--- src/assert_macros.svh ---
// ----------------------------------------------------------------------------
// assertion macros shared by the header cipher modules
// ----------------------------------------------------------------------------
`ifndef ASSERT_MACROS_SVH
`define ASSERT_MACROS_SVH

// same-cycle implication, checked out of reset
`define PHCC_ASSERT_IMPL(label, clk, rst_n, pre, post, msg) \
    label: assert property (@(posedge clk) disable iff (!rst_n) (pre) |-> (post)) \
        else $error(msg);

// next-cycle implication, checked out of reset
`define PHCC_ASSERT_NEXT(label, clk, rst_n, pre, post, msg) \
    label: assert property (@(posedge clk) disable iff (!rst_n) (pre) |=> (post)) \
        else $error(msg);

`endif

--- src/phcc_pkg.sv ---
`timescale 1ns / 1ps
// ----------------------------------------------------------------------------
// phcc_pkg
// shared types and constants of the packet header chained cipher
// ----------------------------------------------------------------------------
package phcc_pkg;

    // item field widths
    localparam int CMD_W  = 2;
    localparam int DATA_W = 8;
    localparam int POS_W  = 16;

    // key storage
    localparam int KEY_WORDS     = 5;
    localparam int KEY_WORD_W    = 64;
    localparam int IDX_W         = 6;
    localparam int WSEL_W        = 3;
    localparam int BSEL_W        = 3;
    localparam int MAX_KEY_BYTES = 40;

    // header sizes
    localparam logic [POS_W-1:0] SEND_HEADER_BYTES = 16'd6;
    localparam logic [POS_W-1:0] RECV_HEADER_BYTES = 16'd4;

    // remainder unit: one restoring step per bit of the key index
    localparam int MOD_STEPS = IDX_W;
    localparam int SHIFT_W   = $clog2(MOD_STEPS);
    localparam int DIV_W     = IDX_W + MOD_STEPS - 1;

    // commands
    localparam logic [CMD_W-1:0] CMD_RESTART = 2'd0;
    localparam logic [CMD_W-1:0] CMD_SEND    = 2'd1;
    localparam logic [CMD_W-1:0] CMD_RECV    = 2'd2;

    // configuration port
    localparam int APB_ADDR_W = 6;
    localparam int APB_DATA_W = 64;
    localparam int REG_IDX_W  = 3;
    localparam logic [REG_IDX_W-1:0] REG_KEY_LENGTH = 3'd0;
    localparam logic [REG_IDX_W-1:0] REG_KEY_WORD_0 = 3'd1;
    localparam logic [REG_IDX_W-1:0] REG_KEY_WORD_1 = 3'd2;
    localparam logic [REG_IDX_W-1:0] REG_KEY_WORD_2 = 3'd3;
    localparam logic [REG_IDX_W-1:0] REG_KEY_WORD_3 = 3'd4;
    localparam logic [REG_IDX_W-1:0] REG_KEY_WORD_4 = 3'd5;

    // configuration seen by the datapath
    typedef struct packed {
        logic [IDX_W-1:0]                         key_length;
        logic [KEY_WORDS-1:0][KEY_WORD_W-1:0]     key_words;
    } t_cfg;

    // controller to datapath
    typedef struct packed {
        logic               capture;
        logic               mod_step;
        logic [SHIFT_W-1:0] mod_shift;
        logic               emit;
    } t_dp_cmd;

    // datapath to controller
    typedef struct packed {
        logic need_mod;
        logic out_free;
    } t_dp_status;

endpackage

--- src/phcc_in_if.sv ---
`timescale 1ns / 1ps
// ----------------------------------------------------------------------------
// phcc_in_if
// input item channel: command, packet byte, position and packet length
// ----------------------------------------------------------------------------
interface phcc_in_if;
    logic                            valid;
    logic                            ready;
    logic [phcc_pkg::CMD_W-1:0]      command;
    logic [phcc_pkg::DATA_W-1:0]     data_in;
    logic [phcc_pkg::POS_W-1:0]      byte_index;
    logic [phcc_pkg::POS_W-1:0]      packet_length;

    modport source (output valid, command, data_in, byte_index, packet_length, input ready);
    modport sink   (input valid, command, data_in, byte_index, packet_length, output ready);
endinterface

--- src/phcc_out_if.sv ---
`timescale 1ns / 1ps
// ----------------------------------------------------------------------------
// phcc_out_if
// result item channel: output byte and transformed flag
// ----------------------------------------------------------------------------
interface phcc_out_if;
    logic                        valid;
    logic                        ready;
    logic [phcc_pkg::DATA_W-1:0] data_out;
    logic                        transformed;

    modport source (output valid, data_out, transformed, input ready);
    modport sink   (input valid, data_out, transformed, output ready);
endinterface

--- src/phcc_regs.sv ---
`timescale 1ns / 1ps
// ----------------------------------------------------------------------------
// phcc_regs
// apb register file: key length and five 64-bit key words
// ----------------------------------------------------------------------------
module phcc_regs (
    input  logic                                i_clk,
    input  logic                                i_rst_n,
    input  logic                                psel,
    input  logic                                penable,
    input  logic                                pwrite,
    input  logic [phcc_pkg::APB_ADDR_W-1:0]     paddr,
    input  logic [phcc_pkg::APB_DATA_W-1:0]     pwdata,
    output logic [phcc_pkg::APB_DATA_W-1:0]     prdata,
    output logic                                pready,
    output phcc_pkg::t_cfg                      o_cfg
);

    logic [phcc_pkg::REG_IDX_W-1:0]   reg_idx;
    logic                             wr_en;
    logic [phcc_pkg::IDX_W-1:0]       r_key_length;
    logic [phcc_pkg::KEY_WORD_W-1:0]  r_key_word_0;
    logic [phcc_pkg::KEY_WORD_W-1:0]  r_key_word_1;
    logic [phcc_pkg::KEY_WORD_W-1:0]  r_key_word_2;
    logic [phcc_pkg::KEY_WORD_W-1:0]  r_key_word_3;
    logic [phcc_pkg::KEY_WORD_W-1:0]  r_key_word_4;

    // registers sit on 8-byte boundaries
    assign reg_idx = paddr[phcc_pkg::APB_ADDR_W-1 -: phcc_pkg::REG_IDX_W];
    assign wr_en   = psel & penable & pwrite;
    assign pready  = 1'b1;

    // register writes
    always_ff @(posedge i_clk) begin
        if (!i_rst_n) begin
            r_key_length <= phcc_pkg::IDX_W'(1);
            r_key_word_0 <= '0;
            r_key_word_1 <= '0;
            r_key_word_2 <= '0;
            r_key_word_3 <= '0;
            r_key_word_4 <= '0;
        end else if (wr_en) begin
            case (reg_idx)
                phcc_pkg::REG_KEY_LENGTH: r_key_length <= pwdata[phcc_pkg::IDX_W-1:0];
                phcc_pkg::REG_KEY_WORD_0: r_key_word_0 <= pwdata;
                phcc_pkg::REG_KEY_WORD_1: r_key_word_1 <= pwdata;
                phcc_pkg::REG_KEY_WORD_2: r_key_word_2 <= pwdata;
                phcc_pkg::REG_KEY_WORD_3: r_key_word_3 <= pwdata;
                phcc_pkg::REG_KEY_WORD_4: r_key_word_4 <= pwdata;
                default: ;
            endcase
        end
    end

    // read back
    always_comb begin
        case (reg_idx)
            phcc_pkg::REG_KEY_LENGTH:
                prdata = {{(phcc_pkg::APB_DATA_W-phcc_pkg::IDX_W){1'b0}}, r_key_length};
            phcc_pkg::REG_KEY_WORD_0: prdata = r_key_word_0;
            phcc_pkg::REG_KEY_WORD_1: prdata = r_key_word_1;
            phcc_pkg::REG_KEY_WORD_2: prdata = r_key_word_2;
            phcc_pkg::REG_KEY_WORD_3: prdata = r_key_word_3;
            phcc_pkg::REG_KEY_WORD_4: prdata = r_key_word_4;
            default:                  prdata = '0;
        endcase
    end

    assign o_cfg.key_length = r_key_length;
    assign o_cfg.key_words  = {r_key_word_4, r_key_word_3, r_key_word_2,
                               r_key_word_1, r_key_word_0};

endmodule

--- src/phcc_datapath.sv ---
`timescale 1ns / 1ps
// ----------------------------------------------------------------------------
// phcc_datapath
// item registers, cipher state, key index remainder unit and output register
// ----------------------------------------------------------------------------
`include "assert_macros.svh"
module phcc_datapath (
    input  logic                              i_clk,
    input  logic                              i_rst_n,
    input  phcc_pkg::t_cfg                    i_cfg,
    input  phcc_pkg::t_dp_cmd                 i_cmd,
    output phcc_pkg::t_dp_status              o_status,
    input  logic [phcc_pkg::CMD_W-1:0]        i_command,
    input  logic [phcc_pkg::DATA_W-1:0]       i_data_in,
    input  logic [phcc_pkg::POS_W-1:0]        i_byte_index,
    input  logic [phcc_pkg::POS_W-1:0]        i_packet_length,
    input  logic                              i_out_ready,
    output logic                              o_out_valid,
    output logic [phcc_pkg::DATA_W-1:0]       o_data_out,
    output logic                              o_transformed
);

    // captured item
    logic [phcc_pkg::CMD_W-1:0]   r_command;
    logic [phcc_pkg::DATA_W-1:0]  r_data;
    logic [phcc_pkg::POS_W-1:0]   r_pos;
    logic [phcc_pkg::POS_W-1:0]   r_plen;
    logic [phcc_pkg::IDX_W-1:0]   r_rem;
    logic [phcc_pkg::IDX_W-1:0]   n_rem;

    // cipher state
    logic                         r_enabled;
    logic [phcc_pkg::IDX_W-1:0]   r_send_idx;
    logic [phcc_pkg::DATA_W-1:0]  r_send_chain;
    logic [phcc_pkg::IDX_W-1:0]   r_recv_idx;
    logic [phcc_pkg::DATA_W-1:0]  r_recv_chain;

    // output register
    logic                         r_out_valid;
    logic [phcc_pkg::DATA_W-1:0]  r_out_data;
    logic                         r_out_transformed;

    logic [phcc_pkg::IDX_W-1:0]   eff_len;
    logic                         xform_send;
    logic                         xform_recv;
    logic                         xform;
    logic [phcc_pkg::DIV_W-1:0]   rem_wide;
    logic [phcc_pkg::DIV_W-1:0]   len_shifted;
    logic [phcc_pkg::DATA_W-1:0]  key_byte;
    logic [phcc_pkg::DATA_W-1:0]  send_byte;
    logic [phcc_pkg::DATA_W-1:0]  recv_byte;
    logic [phcc_pkg::DATA_W-1:0]  result;
    logic [phcc_pkg::IDX_W-1:0]   idx_next;

    // pick one key byte; the index is below the key length when used
    function automatic logic [phcc_pkg::DATA_W-1:0] pick_key_byte(
        input logic [phcc_pkg::KEY_WORDS-1:0][phcc_pkg::KEY_WORD_W-1:0] words,
        input logic [phcc_pkg::IDX_W-1:0]                               idx
    );
        logic [phcc_pkg::KEY_WORD_W-1:0] word;
        logic [phcc_pkg::WSEL_W-1:0]     wsel;
        logic [phcc_pkg::BSEL_W-1:0]     bsel;
        wsel = idx[phcc_pkg::IDX_W-1 -: phcc_pkg::WSEL_W];
        bsel = idx[phcc_pkg::BSEL_W-1:0];
        case (wsel)
            3'd0:    word = words[0];
            3'd1:    word = words[1];
            3'd2:    word = words[2];
            3'd3:    word = words[3];
            3'd4:    word = words[4];
            default: word = '0;
        endcase
        return word[bsel*phcc_pkg::DATA_W +: phcc_pkg::DATA_W];
    endfunction

    // key length clamped to 1..max
    always_comb begin
        if (i_cfg.key_length == '0) begin
            eff_len = phcc_pkg::IDX_W'(1);
        end else if (i_cfg.key_length > phcc_pkg::IDX_W'(phcc_pkg::MAX_KEY_BYTES)) begin
            eff_len = phcc_pkg::IDX_W'(phcc_pkg::MAX_KEY_BYTES);
        end else begin
            eff_len = i_cfg.key_length;
        end
    end

    // header window checks
    assign xform_send = r_enabled && (r_command == phcc_pkg::CMD_SEND)
                      && (r_plen >= phcc_pkg::SEND_HEADER_BYTES)
                      && (r_pos < phcc_pkg::SEND_HEADER_BYTES);
    assign xform_recv = r_enabled && (r_command == phcc_pkg::CMD_RECV)
                      && (r_plen >= phcc_pkg::RECV_HEADER_BYTES)
                      && (r_pos < phcc_pkg::RECV_HEADER_BYTES);
    assign xform      = xform_send | xform_recv;

    // restoring remainder step
    assign rem_wide    = {{(phcc_pkg::DIV_W-phcc_pkg::IDX_W){1'b0}}, r_rem};
    assign len_shifted = {{(phcc_pkg::DIV_W-phcc_pkg::IDX_W){1'b0}}, eff_len} << i_cmd.mod_shift;

    // byte transform
    assign key_byte  = pick_key_byte(i_cfg.key_words, r_rem);
    assign send_byte = (r_data ^ key_byte) + r_send_chain;
    assign recv_byte = (r_data - r_recv_chain) ^ key_byte;
    assign idx_next  = r_rem + phcc_pkg::IDX_W'(1);

    always_comb begin
        if (xform_send) begin
            result = send_byte;
        end else if (xform_recv) begin
            result = recv_byte;
        end else begin
            result = r_data;
        end
    end

    // key index of the item's direction at capture
    assign n_rem = (i_command == phcc_pkg::CMD_RECV) ? r_recv_idx : r_send_idx;

    // item registers and remainder
    always_ff @(posedge i_clk) begin
        if (i_cmd.capture) begin
            r_command <= i_command;
            r_data    <= i_data_in;
            r_pos     <= i_byte_index;
            r_plen    <= i_packet_length;
            r_rem     <= n_rem;
        end else if (i_cmd.mod_step && (rem_wide >= len_shifted)) begin
            r_rem     <= r_rem - len_shifted[phcc_pkg::IDX_W-1:0];
        end
    end

    // cipher state, committed when the result is written out
    always_ff @(posedge i_clk) begin
        if (!i_rst_n) begin
            r_enabled    <= 1'b0;
            r_send_idx   <= '0;
            r_send_chain <= '0;
            r_recv_idx   <= '0;
            r_recv_chain <= '0;
        end else if (i_cmd.emit) begin
            if (r_command == phcc_pkg::CMD_RESTART) begin
                r_enabled    <= 1'b1;
                r_send_idx   <= '0;
                r_send_chain <= '0;
                r_recv_idx   <= '0;
                r_recv_chain <= '0;
            end else if (xform_send) begin
                r_send_idx   <= idx_next;
                r_send_chain <= send_byte;
            end else if (xform_recv) begin
                r_recv_idx   <= idx_next;
                r_recv_chain <= r_data;
            end
        end
    end

    // output register
    always_ff @(posedge i_clk) begin
        if (!i_rst_n) begin
            r_out_valid <= 1'b0;
        end else if (i_cmd.emit) begin
            r_out_valid <= 1'b1;
        end else if (i_out_ready) begin
            r_out_valid <= 1'b0;
        end
    end

    always_ff @(posedge i_clk) begin
        if (i_cmd.emit) begin
            r_out_data        <= result;
            r_out_transformed <= xform;
        end
    end

    assign o_status.need_mod = xform && (r_rem >= eff_len);
    assign o_status.out_free = !r_out_valid || i_out_ready;
    assign o_out_valid       = r_out_valid;
    assign o_data_out        = r_out_data;
    assign o_transformed     = r_out_transformed;

    // a transformed item only ever leaves once a restart has enabled the cipher
    `PHCC_ASSERT_IMPL(a_xform_needs_enable, i_clk, i_rst_n, r_out_valid && r_out_transformed, r_enabled, "transformed item while cipher disabled")

endmodule

--- src/phcc_ctrl.sv ---
`timescale 1ns / 1ps
// ----------------------------------------------------------------------------
// phcc_ctrl
// controller: item capture, key index reduction steps and result hand-off
// ----------------------------------------------------------------------------
`include "assert_macros.svh"
module phcc_ctrl (
    input  logic                     i_clk,
    input  logic                     i_rst_n,
    input  logic                     i_in_valid,
    output logic                     o_in_ready,
    input  phcc_pkg::t_dp_status     i_status,
    output phcc_pkg::t_dp_cmd        o_cmd
);

    localparam logic [1:0] ST_IDLE = 2'd0;
    localparam logic [1:0] ST_CALC = 2'd1;
    localparam logic [1:0] ST_MOD  = 2'd2;
    localparam logic [1:0] ST_FIN  = 2'd3;

    logic [1:0]                     r_state;
    logic [1:0]                     n_state;
    logic [phcc_pkg::SHIFT_W-1:0]   r_step;
    logic [phcc_pkg::SHIFT_W-1:0]   n_step;

    assign o_in_ready = (r_state == ST_IDLE);

    // next state and datapath commands
    always_comb begin
        n_state         = r_state;
        n_step          = r_step;
        o_cmd.capture   = 1'b0;
        o_cmd.mod_step  = 1'b0;
        o_cmd.mod_shift = r_step;
        o_cmd.emit      = 1'b0;
        case (r_state)
            ST_IDLE: begin
                if (i_in_valid) begin
                    o_cmd.capture = 1'b1;
                    n_state       = ST_CALC;
                end
            end
            ST_CALC: begin
                if (i_status.need_mod) begin
                    n_state = ST_MOD;
                    n_step  = phcc_pkg::SHIFT_W'(phcc_pkg::MOD_STEPS - 1);
                end else if (i_status.out_free) begin
                    o_cmd.emit = 1'b1;
                    n_state    = ST_IDLE;
                end
            end
            ST_MOD: begin
                o_cmd.mod_step = 1'b1;
                if (r_step == '0) begin
                    n_state = ST_FIN;
                end else begin
                    n_step = r_step - phcc_pkg::SHIFT_W'(1);
                end
            end
            ST_FIN: begin
                if (i_status.out_free) begin
                    o_cmd.emit = 1'b1;
                    n_state    = ST_IDLE;
                end
            end
            default: n_state = ST_IDLE;
        endcase
    end

    // state registers
    always_ff @(posedge i_clk) begin
        if (!i_rst_n) begin
            r_state <= ST_IDLE;
            r_step  <= '0;
        end else begin
            r_state <= n_state;
            r_step  <= n_step;
        end
    end

    // results only go out when the output register can take them
    `PHCC_ASSERT_IMPL(a_emit_needs_slot, i_clk, i_rst_n, o_cmd.emit, i_status.out_free, "result written over a waiting item")
    // after a result is written the controller is free for the next item
    `PHCC_ASSERT_NEXT(a_emit_to_idle, i_clk, i_rst_n, o_cmd.emit, r_state == ST_IDLE, "controller not idle after result")
    // the remainder steps leave the key index below the key length
    `PHCC_ASSERT_IMPL(a_fin_reduced, i_clk, i_rst_n, r_state == ST_FIN, !i_status.need_mod, "key index not reduced")

endmodule

--- src/packet_header_chained_cipher_unit.sv ---
`timescale 1ns / 1ps
// ----------------------------------------------------------------------------
// packet_header_chained_cipher_unit
// chained xor/add cipher over packet header bytes, send and receive direction
//
//   channel   dir   handshake            payload
//   i_in      in    valid / ready        command, data_in, byte_index, packet_length
//   o_out     out   valid / ready        data_out, transformed
//   apb       in    psel/penable/pready  paddr, pwdata, prdata
//
// an item is accepted in ST_IDLE; when the stored key index is already below the key
// length, ST_CALC writes the output register, else the remainder unit runs one
// restoring step per index bit, 6 steps, in ST_MOD and ST_FIN writes the output
// register
// reset is synchronous; no clearing pass
// one item in work at a time; a new item is accepted while the previous result
// waits in the output register, and the item in work holds until it drains
// ----------------------------------------------------------------------------
module packet_header_chained_cipher_unit (
    input  logic                                i_clk,
    input  logic                                i_rst_n,
    phcc_in_if.sink                             i_in,
    phcc_out_if.source                          o_out,
    input  logic                                psel,
    input  logic                                penable,
    input  logic                                pwrite,
    input  logic [phcc_pkg::APB_ADDR_W-1:0]     paddr,
    input  logic [phcc_pkg::APB_DATA_W-1:0]     pwdata,
    output logic [phcc_pkg::APB_DATA_W-1:0]     prdata,
    output logic                                pready
);

    phcc_pkg::t_cfg        cfg;
    phcc_pkg::t_dp_cmd     dp_cmd;
    phcc_pkg::t_dp_status  dp_status;
    logic                  in_ready;
    logic                  out_valid;
    logic [phcc_pkg::DATA_W-1:0] out_data;
    logic                  out_transformed;

    // configuration registers
    phcc_regs u_regs (
        .i_clk   (i_clk),
        .i_rst_n (i_rst_n),
        .psel    (psel),
        .penable (penable),
        .pwrite  (pwrite),
        .paddr   (paddr),
        .pwdata  (pwdata),
        .prdata  (prdata),
        .pready  (pready),
        .o_cfg   (cfg)
    );

    // controller
    phcc_ctrl u_ctrl (
        .i_clk      (i_clk),
        .i_rst_n    (i_rst_n),
        .i_in_valid (i_in.valid),
        .o_in_ready (in_ready),
        .i_status   (dp_status),
        .o_cmd      (dp_cmd)
    );

    // datapath
    phcc_datapath u_datapath (
        .i_clk           (i_clk),
        .i_rst_n         (i_rst_n),
        .i_cfg           (cfg),
        .i_cmd           (dp_cmd),
        .o_status        (dp_status),
        .i_command       (i_in.command),
        .i_data_in       (i_in.data_in),
        .i_byte_index    (i_in.byte_index),
        .i_packet_length (i_in.packet_length),
        .i_out_ready     (o_out.ready),
        .o_out_valid     (out_valid),
        .o_data_out      (out_data),
        .o_transformed   (out_transformed)
    );

    // channel hookup
    assign i_in.ready        = in_ready;
    assign o_out.valid       = out_valid;
    assign o_out.data_out    = out_data;
    assign o_out.transformed = out_transformed;

endmodule
--- src/flat_wrapper.sv ---
// flat-port wrapper written by rule: the top's interface ports become plain ports
module packet_header_chained_cipher_unit_flat 
  (i_clk, i_rst_n, psel, penable, pwrite, paddr, pwdata, prdata, pready, i_in_valid, i_in_command, i_in_data_in, i_in_byte_index, i_in_packet_length, i_in_ready, o_out_valid, o_out_data_out, o_out_transformed, o_out_ready);
  phcc_in_if i_in_i ();
  phcc_out_if o_out_i ();
  input  logic i_clk;
  input  logic i_rst_n;
  input  logic psel;
  input  logic penable;
  input  logic pwrite;
  input  logic [phcc_pkg::APB_ADDR_W-1:0] paddr;
  input  logic [phcc_pkg::APB_DATA_W-1:0] pwdata;
  output logic [phcc_pkg::APB_DATA_W-1:0] prdata;
  output logic pready;
  input wire logic [$bits(i_in_i.valid)-1:0] i_in_valid;
  input wire logic [$bits(i_in_i.command)-1:0] i_in_command;
  input wire logic [$bits(i_in_i.data_in)-1:0] i_in_data_in;
  input wire logic [$bits(i_in_i.byte_index)-1:0] i_in_byte_index;
  input wire logic [$bits(i_in_i.packet_length)-1:0] i_in_packet_length;
  output wire logic [$bits(i_in_i.ready)-1:0] i_in_ready;
  output wire logic [$bits(o_out_i.valid)-1:0] o_out_valid;
  output wire logic [$bits(o_out_i.data_out)-1:0] o_out_data_out;
  output wire logic [$bits(o_out_i.transformed)-1:0] o_out_transformed;
  input wire logic [$bits(o_out_i.ready)-1:0] o_out_ready;
  assign i_in_i.valid = i_in_valid;
  assign i_in_i.command = i_in_command;
  assign i_in_i.data_in = i_in_data_in;
  assign i_in_i.byte_index = i_in_byte_index;
  assign i_in_i.packet_length = i_in_packet_length;
  assign i_in_ready = i_in_i.ready;
  assign o_out_valid = o_out_i.valid;
  assign o_out_data_out = o_out_i.data_out;
  assign o_out_transformed = o_out_i.transformed;
  assign o_out_i.ready = o_out_ready;
  packet_header_chained_cipher_unit u_core (.i_clk(i_clk), .i_rst_n(i_rst_n), .i_in(i_in_i), .o_out(o_out_i), .psel(psel), .penable(penable), .pwrite(pwrite), .paddr(paddr), .pwdata(pwdata), .prdata(prdata), .pready(pready));
endmodule
--- config.mk ---
export PLATFORM = sky130hd
export DESIGN_NAME = packet_header_chained_cipher_unit_flat
export DESIGN_NICKNAME = d
export VERILOG_FILES = /design/src/phcc_pkg.sv /design/src/phcc_in_if.sv /design/src/phcc_out_if.sv /design/src/phcc_regs.sv /design/src/phcc_datapath.sv /design/src/phcc_ctrl.sv /design/src/packet_header_chained_cipher_unit.sv /design/src/flat_wrapper.sv
export VERILOG_INCLUDE_DIRS = /design/src /design/src/src
export SDC_FILE = /design/constraint.sdc
export NUM_CORES = 1
export LEC_CHECK = 0
export ABC_AREA = 1
export ABC_CLOCK_PERIOD_IN_PS = 4150
export BUFFER_PORTS_ARGS = -buffer_cell sky130_fd_sc_hd__buf_2
export CORE_UTILIZATION = 40
export DETAILED_ROUTE_END_ITERATION = 16
export SLEW_MARGIN = 20
export SYNTH_ARGS = -nofsm -noshare
export SYNTH_HDL_FRONTEND = slang
export SYNTH_SLANG_ARGS = --single-unit
--- constraint.sdc ---
create_clock -name i_clk -period 4.15 [get_ports i_clk]
set_input_delay 0.6225 -clock i_clk [delete_from_list [all_inputs] [get_ports i_clk]]
set_output_delay 0.6225 -clock i_clk [all_outputs]
set_load 0.1 [all_outputs]
==> results.py, run 1 <==
metrics = {
    "outcome": {
        "status": "finished clean",
    },
    "pwr": {
        "power.total_mw": 9.89,
        "switching_power_mw": 2.80,
        "p_clk_frac": 0.439,
        "vdd.ir_drop.worst_uv": 282,
        "pwr_density_cell_mw_per_mm2": 406,
        "p_leak_nw": 9.98,
        "intPower_mw": 7.10,
        "comb_power_share": 0.134,
        "power_frac_seq": 0.427,
        "sw_frac_of_total": 0.283,
    },
    "drt": {
        "viasPerCell": 5.61,
        "num_vias": 21050,
        "ant_nets": 0,
        "routed_wl_um": 76600,
        "initialDrtViolationCount": 2367,
        "drc": 0,
        "first_pass_iters": 6,
        "wl_per_cell_um": 20.4,
    },
    "place": {
        "dpl.hpwl_um": 46700,
        "port_buffers": 188,
        "placed_cells": 3662,
        "dpl_worst_slack_ns": 0.263,
        "gp_congestion": 0.864,
        "postPlaceCellArea_mm2": 0.0227,
    },
    "setup_path": {
        "critPathCaptureType": "register",
        "crit_path_top_delay_cell": "edfxtp_1",
        "worstPathCellList": "inv_4, nand3_2, inv_2, buf_4, nand2_1, o21ai_0, nor2_1, nand2_1, nand3_1, nand3_1, nand2_1, xor2_1, ha_1, a21oi_1, o21a_1, a21o_1, nand2_1, nand3_1, nand3_1, nand3_1",
        "reg2reg_slack_ns": 0.25,
        "cp.required_ns": 4.49,
        "crit_path_start_kind": "register",
        "cp.arrival_ns": 4.24,
        "setup.worst_path.class": "register to register",
        "slowest_delay_ns": 0.56,
        "cpMostUsedCell": "nand3_1",
        "cp_max_fo": 10,
    },
    "final_layout": {
        "final_net_count": 3185,
        "layout.cells.non_filler": 3749,
        "drive_gt1_frac": 0.126,
        "fillers": 5157,
        "area_delta_synth_final_pct": 16.6,
        "final_area_mm2": 0.0243,
    },
    "hold_path": {
        "hold_path_class": "input port to register",
    },
    "yosys": {
        "ys_types": 53,
        "synth_area_mm2": 0.0209,
        "synthArstFlopShare": 0,
        "synth_seq_cells": 416,
        "ys_warn_count": 0,
        "synth-seq-area-share": 0.425,
        "yosys.area.top_type": "dfxtp_1",
        "synthFlopType": "dfxtp_1",
        "synth.avg_cell_area_um2": 7.15,
        "synthCells": 2919,
        "synth_area_leaders": "dfxtp_1, o21ai_0, nor2_1",
        "synth_nets": 3071,
        "synth_top_area_frac": 0.346,
        "synth_edf_count": 55,
    },
    "floorplan": {
        "die_area_mm2": 0.0531,
        "die_y_um": 230,
        "initial_core_util": 0.406,
        "core_area_mm2": 0.0514,
        "io_pins": 195,
        "row_count": 83,
        "die_w_um": 230,
    },
    "cts": {
        "cts_tree": "yes",
        "cts_buffers": 47,
        "clk_path_buf_depth": 3,
        "path_clk_slew_ns": 0.06,
        "clock_latency_ns": 0.60,
        "cts-hold-fix-buffers": 0,
        "htreeDepth": 2,
        "cts_sinks": 416,
        "cts_root_buf": "clkbuf_16",
    },
    "global_routing": {
        "grt_overflow": 0,
        "grt_pass1_vias": 19674,
        "grt_pass1_wl_um": 116000,
        "grt_max_degree": 146,
        "grt.total_usage": 0.281,
        "antenna_found_initial": 3,
    },
    "timing": {
        "tns_ns": 0,
        "slew_headroom": 0.331,
        "min_period_ns": 3.90,
        "tightest_slew_ns": 1.00,
        "max_freq_ghz": 0.256,
        "grt_setup_unrepaired": "false",
        "final-hold-violation-count": 0,
        "setup_violations": 0,
        "post-route-period-util": 0.940,
        "setup_ws_ns": 0.248,
        "fin_skew_ns": 0.0132,
        "final_max_slew_viol_count": 0,
    },
    "flow_run": {
        "max_cap_viol_count": 0,
    },
}
==> placed cells by master, fill, tap and decap left out, types with 4 or more instances in the layout <==
master / count
nand3_1: 153
clkinv_1: 6
inv_1: 219
bufinv_16: 5
clkbuf_1: 9
nor2_4: 6
nand3_2: 4
xnor2_1: 4
nand2_1: 462
nand2_4: 5
nand3_4: 4
o221ai_1: 22
o21ai_1: 15
a22oi_1: 20
ha_1: 30
o21ai_0: 438
o22ai_1: 38
clkbuf_16: 49
o2111ai_1: 11
nor2_1: 498
a221oi_1: 27
dfxtp_1: 361
nand3b_1: 9
nand4_1: 20
o211ai_1: 6
edfxtp_1: 55
xor2_1: 15
nor2_2: 6
inv_2: 13
buf_12: 34
nor3_1: 7
clkinv_2: 11
a221o_1: 8
clkbuf_8: 6
a21oi_1: 237
buf_4: 52
buf_2: 166
==> Yosys cell counts (5+ instances only) <==
| library cell | count |
|---|---|
| nor2_1 | 498 |
| nand2_1 | 463 |
| o21ai_0 | 438 |
| dfxtp_1 | 361 |
| a21oi_1 | 237 |
| inv_1 | 220 |
| nand3_1 | 153 |
| clkbuf_1 | 112 |
| edfxtp_1 | 55 |
| o22ai_1 | 38 |
| buf_2 | 35 |
| ha_1 | 30 |
| a221oi_1 | 27 |
| o221ai_1 | 22 |
| a22oi_1 | 20 |
| nand4_1 | 20 |
| buf_1 | 17 |
| buf_6 | 17 |
| o21ai_1 | 15 |
| xor2_1 | 15 |
| inv_2 | 13 |
| o2111ai_1 | 11 |
| nand3b_1 | 9 |
| a221o_1 | 8 |
| nor2_2 | 8 |
| nor3_1 | 8 |
| buf_4 | 6 |
| o211ai_1 | 6 |
| nand2_4 | 5 |
==> through the flow <==
step | hold WS (ns) | utilization
2_1_floorplan | 0.436 | -
3_3_place_gp | 0.448 | 0.443
3_5_place_dp | 0.455 | 0.443
4_1_cts | 0.175 | 0.473
5_1_grt | 0.178 | 0.474
6_report | 0.198 | 0.474
==> sequential cells by signal, summed over array words and instances (netlist names), 8 cells and up <==
signal and count:
u_core.u_datapath.r_send_chain 8, u_core.u_regs.r_key_word_1 64, u_core.u_regs.r_key_word_3 64, u_core.u_datapath.r_plen 15, u_core.u_datapath.r_pos 15, u_core.u_datapath.r_recv_chain 8, u_core.u_regs.r_key_word_4 64, u_core.u_datapath.o_data_out 8
u_core.u_regs.r_key_word_2 64, u_core.u_datapath.r_data 8, u_core.u_regs.r_key_word_0 64
==> layout make-up <==
| type | instances | area (um^2) | area share |
|---|---|---|---|
| multi-input combinational | 2074 | 10200 | 0.419 |
| sequential | 416 | 8880 | 0.365 |
| timing repair buffer | 254 | 1920 | 0.0790 |
| clock buffer | 64 | 1340 | 0.0551 |
| inverter | 240 | 915 | 0.0376 |
| tap | 680 | 851 | 0.0349 |
| clock inverter | 20 | 236 | 0.00971 |
| antenna | 1 | 2.50 | 0.000103 |
==> metal layers <==
| metal | vias to the layer above | GRT usage | routed length [um] |
|---|---|---|---|
| met5 | - | 0 | 10 |
| li1 | 9998 | - | - |
| met4 | 2 | 0.109 | 2720 |
| met2 | 1016 | 0.460 | 35300 |
| met3 | 186 | 0.0445 | 6360 |
| met1 | 9848 | 0.370 | 32300 |
==> timing repair <==
item | CTS | global route
buffers inserted | 0 | 2
gates resized for setup | 0 | 1
setup endpoints to repair | 0 | 2
==> power groups by stage <==
stage          combinational [mW]  clock [mW]  sequential, mW
6_report                     1.33        4.34            4.23
5_1_grt                      1.41        4.56            4.23
4_1_cts                      1.29        4.38            4.23
3_5_place_dp                 1.29           0            4.32
3_3_place_gp                 1.27           0            4.31
2_1_floorplan               0.750           0            4.34
==> final timing paths <==
kind / from / to / depth (start not counted)
setup / recovery: u_core.u_datapath.r_rem[5]$_DFFE_PP_ / u_core.u_datapath.o_data_out[7]$_DFFE_PP_ / 20
hold reg to reg: u_core.u_datapath.r_recv_chain[3]$_SDFFE_PN0P_ / u_core.u_datapath.r_recv_chain[3]$_SDFFE_PN0P_ / 2
hold / removal: i_in_byte_index[5] / u_core.u_datapath.r_pos[5]$_DFFE_PP_ / 1
setup reg to reg: u_core.u_datapath.r_rem[5]$_DFFE_PP_ / u_core.u_datapath.o_data_out[7]$_DFFE_PP_ / 20
==> worst max-delay path: cells and delay by family, from the launching register on <==
family          cells  cell delay [ns]
compound gates      4             0.52
buf+inv             3             0.73
xor+xnor            1             0.17
flops               1             0.56
simple gates       11             1.30
fa+ha+maj           1             0.36
==> cells by family after synthesis <==
group           count (synthesis)  share of synthesized area
compound gates                832                      0.219
xor+xnor                       19                    0.00797
fa+ha+maj                      33                     0.0209
buf+inv                       429                     0.0876
flops                         416                      0.425
other cells                     1                   0.000180
simple gates                 1189                      0.239
No activity file was read; power rests on OpenSTA's default activity.
==> run 2: changes to the inputs <==
--- a/config.mk
+++ b/config.mk
@@ -14,4 +14,5 @@
 export SLEW_MARGIN = 20
 export SYNTH_ARGS = -nofsm -noshare
 export SYNTH_HDL_FRONTEND = slang
+export SYNTH_HIERARCHICAL = 1
 export SYNTH_SLANG_ARGS = --single-unit
==> results.py, run 2 <==
metrics = {
    "outcome": {
        "status": "finished clean",
    },
    "drt": {
        "drc": 0,
        "first_pass_iters": 7,
        "ant_nets": 0,
        "num_vias": 24433,
        "routed_wl_um": 83400,
        "viasPerCell": 5.11,
        "initialDrtViolationCount": 2218,
        "wl_per_cell_um": 17.4,
    },
    "place": {
        "gp_congestion": 0.892,
        "port_buffers": 188,
        "dpl_worst_slack_ns": 0.235,
        "dpl.hpwl_um": 51700,
    },
    "hold_path": {
        "hold_path_class": "input port to register",
        "holdPathEnd": "u_core/u_datapath/r_data[7]$_DFFE_PP_",
        "hold_depth": 1,
        "min-delay-start": "i_in_data_in[7]",
    },
    "setup_path": {
        "crit_path_top_delay_cell": "edfxtp_1",
        "worstReg2RegEnd": "u_core/u_datapath/o_data_out[6]$_DFFE_PP_",
        "slowest_delay_ns": 0.47,
        "cp_top_family": "simple AND/OR/NAND/NOR gates",
        "cp_max_fo": 16,
        "cp.arrival_ns": 4.24,
        "cp_num_buf_inv": 3,
        "reg2reg_slack_ns": 0.27,
        "r2r-start": "u_core/u_datapath/r_rem[5]$_DFFE_PP_",
        "setup.worst_path.class": "register to register",
        "critPathCaptureType": "register",
        "crit_path_start_kind": "register",
        "worstPathCellList": "buf_12, nor3_4, buf_4, nand2_1, nand3_1, nand3_1, nand3_1, nand2_1, xor2_1, ha_1, fa_1, nand3_1, nand3_1, a21oi_1, nor2_1, nor2_1, xnor2_1, nand2_1, o21ai_0, inv_1, nand2_1",
        "reg2regPathDepth": 21,
        "cp.required_ns": 4.50,
        "cpMostUsedCell": "nand3_1",
    },
    "global_routing": {
        "grt_max_degree": 109,
        "antenna_found_initial": 1,
        "grt_overflow": 0,
        "grt_pass1_vias": 22117,
        "grt_pass1_wl_um": 128000,
        "grt.total_usage": 0.270,
    },
    "timing": {
        "min_period_ns": 3.88,
        "grt_setup_unrepaired": "false",
        "setup_violations": 0,
        "slew_headroom": 0.290,
        "final_max_slew_viol_count": 0,
        "tns_ns": 0,
        "fin_skew_ns": 0.0189,
        "final-hold-violation-count": 0,
        "post-route-period-util": 0.935,
        "tightest_slew_ns": 1.06,
        "setup_ws_ns": 0.270,
        "max_freq_ghz": 0.258,
    },
    "cts": {
        "cts_buffers": 50,
        "cts_tree": "yes",
        "cts_sinks": 416,
        "cts-hold-fix-buffers": 0,
        "htreeDepth": 2,
        "clock_latency_ns": 0.61,
        "clk_path_buf_depth": 3,
        "cts_resized": 0,
        "cts_root_buf": "clkbuf_16",
        "path_clk_slew_ns": 0.06,
    },
    "yosys": {
        "synth_seq_cells": 416,
        "synthCells": 3883,
        "synthFlopType": "dfxtp_1",
        "synthArstFlopShare": 0,
        "synth_edf_count": 55,
        "ys_types": 44,
        "synth_common_cells": "nand2_1, nor2_1, nand3_1",
        "synth.most_common_cell": "nand2_1",
        "synth_area_mm2": 0.0239,
        "synth_top_area_frac": 0.302,
        "yosys.area.top_type": "dfxtp_1",
        "synth_nets": 4035,
        "synth.avg_cell_area_um2": 6.15,
        "synth-seq-area-share": 0.372,
        "ys_warn_count": 6,
        "synth_area_leaders": "dfxtp_1, nand2_1, nor2_1",
    },
    "final_layout": {
        "layout_commonest_cell": "nand2_1",
        "final_cell_mix": "nand2_1, nor2_1, nand3_1",
        "area_delta_synth_final_pct": 18.4,
        "multiInputGateArea_mm2": 0.0125,
        "final_net_count": 4122,
        "ff_latch_area_mm2": 0.00888,
        "fillers": 6160,
        "drive_gt1_frac": 0.0980,
    },
    "floorplan": {
        "die_area_mm2": 0.0607,
        "die_w_um": 246,
        "row_count": 89,
        "die_y_um": 246,
        "core_area_mm2": 0.0590,
        "initial_core_util": 0.405,
        "io_pins": 195,
    },
    "pwr": {
        "vdd.ir_drop.worst_uv": 294,
        "pwr_density_cell_mw_per_mm2": 371,
        "p_leak_nw": 12.2,
    },
    "flow_run": {
        "max_cap_viol_count": 0,
    },
}
==> run 2: changes by cell type in the layout (fill, tap and decap cells not counted), moves of 53 or more <==
cell     previous run  this run
buf_12             34        87
nand3_1           153       441
nor2_1            498       938
o21ai_0           438        38
nand4_1            20       108
inv_1             219       348
nand2_1           462      1132
a21oi_1           237        83
==> run 2: per-stage QoR <==
stage | instances | instance area, um^2 | utilization | total power, mW | hold WS (ns)
floorplan | 3883 | 23900 | - | 5.25 | 0.437
global placement | 4690 | 26500 | 0.449 | 5.84 | 0.450
detailed placement | 4690 | 26500 | 0.449 | 5.85 | 0.458
CTS | 4782 | 28300 | 0.479 | 10.5 | 0.159
global route | 4784 | 28300 | 0.479 | 10.8 | 0.161
finish | 4785 | 28300 | 0.479 | 10.5 | 0.185
==> run 2: cells by family (layout without fill, tap and decap cells) <==
logic type	count (synthesis)	in the layout	synth area share
other cells	1	3	0.000157
fa+ha+maj	33	33	0.0182
simple gates	2677	2677	0.464
buf+inv	595	722	0.108
xor+xnor	20	20	0.00733
flops	416	416	0.372
compound gates	141	141	0.0314
==> run 2: worst reg2reg max path, stage by stage (launching register included) <==
cell and delay (ns):
edfxtp_1 0.47, buf_12 0.20, nor3_4 0.32, buf_4 0.36, nand2_1 0.09, nand3_1 0.09, nand3_1 0.11, nand3_1 0.22
nand2_1 0.11, xor2_1 0.16, ha_1 0.22, fa_1 0.42, nand3_1 0.09, nand3_1 0.11, a21oi_1 0.16, nor2_1 0.05
nor2_1 0.11, xnor2_1 0.09, nand2_1 0.06, o21ai_0 0.08, inv_1 0.06, nand2_1 0.05
==> run 2: final cells by class <==
type / instances / share of cell area
Multi-Input combinational cell: 2872 / 0.442
Sequential cell: 416 / 0.314
Timing Repair Buffer: 272 / 0.100
Clock buffer: 68 / 0.0506
Inverter: 358 / 0.0478
Tap cell: 773 / 0.0342
Clock inverter: 24 / 0.0113
Antenna cell: 2 / 0.000177
==> run 2: timing repair <==
action | in CTS | in global routing
endpoints found under the hold margin | 0 | 0
setup endpoints to repair | 0 | 1
setup buffers | 0 | 1
==> run 2: worst max path at each step <==
stage | startpoint | to | slack (ns) | cells past startpoint
after global placement | u_core/u_datapath/r_rem[3]$_DFFE_PP_ | u_core/u_datapath/o_data_out[6]$_DFFE_PP_ | 0.22 | 20
after CTS | u_core/u_datapath/r_rem[3]$_DFFE_PP_ | u_core/u_datapath/o_data_out[6]$_DFFE_PP_ | 0.21 | 20
after detailed placement | u_core/u_datapath/r_rem[3]$_DFFE_PP_ | u_core/u_datapath/o_data_out[6]$_DFFE_PP_ | 0.23 | 20
after global routing | u_core/u_regs/r_key_length[0]$_SDFFE_PN1P_ | u_core/u_datapath/r_send_idx[4]$_SDFFE_PN0P_ | 0.06 | 20
final | u_core/u_datapath/r_rem[5]$_DFFE_PP_ | u_core/u_datapath/o_data_out[6]$_DFFE_PP_ | 0.27 | 21
after floorplan | u_core/u_datapath/r_rem[0]$_DFFE_PP_ | u_core/u_datapath/r_recv_chain[7]$_SDFFE_PN0P_ | 0.33 | 19
==> run 2: routing by layer <==
metal / up-vias / GRT usage / part of all wire / wire length, um
li1: 12275 / - / - / -
met1: 11173 / 0.365 / 0.44 / 36500
met2: 853 / 0.442 / 0.46 / 38600
met3: 132 / 0.0371 / 0.070 / 5820
met4: 0 / 0.0864 / 0.028 / 2370
met5: - / 0 / 0 / 0
==> run 2: power breakdown <==
| group | switching, mW | internal [mW] | leakage, nW |
|---|---|---|---|
| Clock | 1.85 | 2.85 | 0.869 |
| Sequential | 0.0626 | 4.18 | 3.44 |
| Combinational | 1.10 | 0.447 | 7.90 |
| Total | 3.02 | 7.47 | 12.2 |
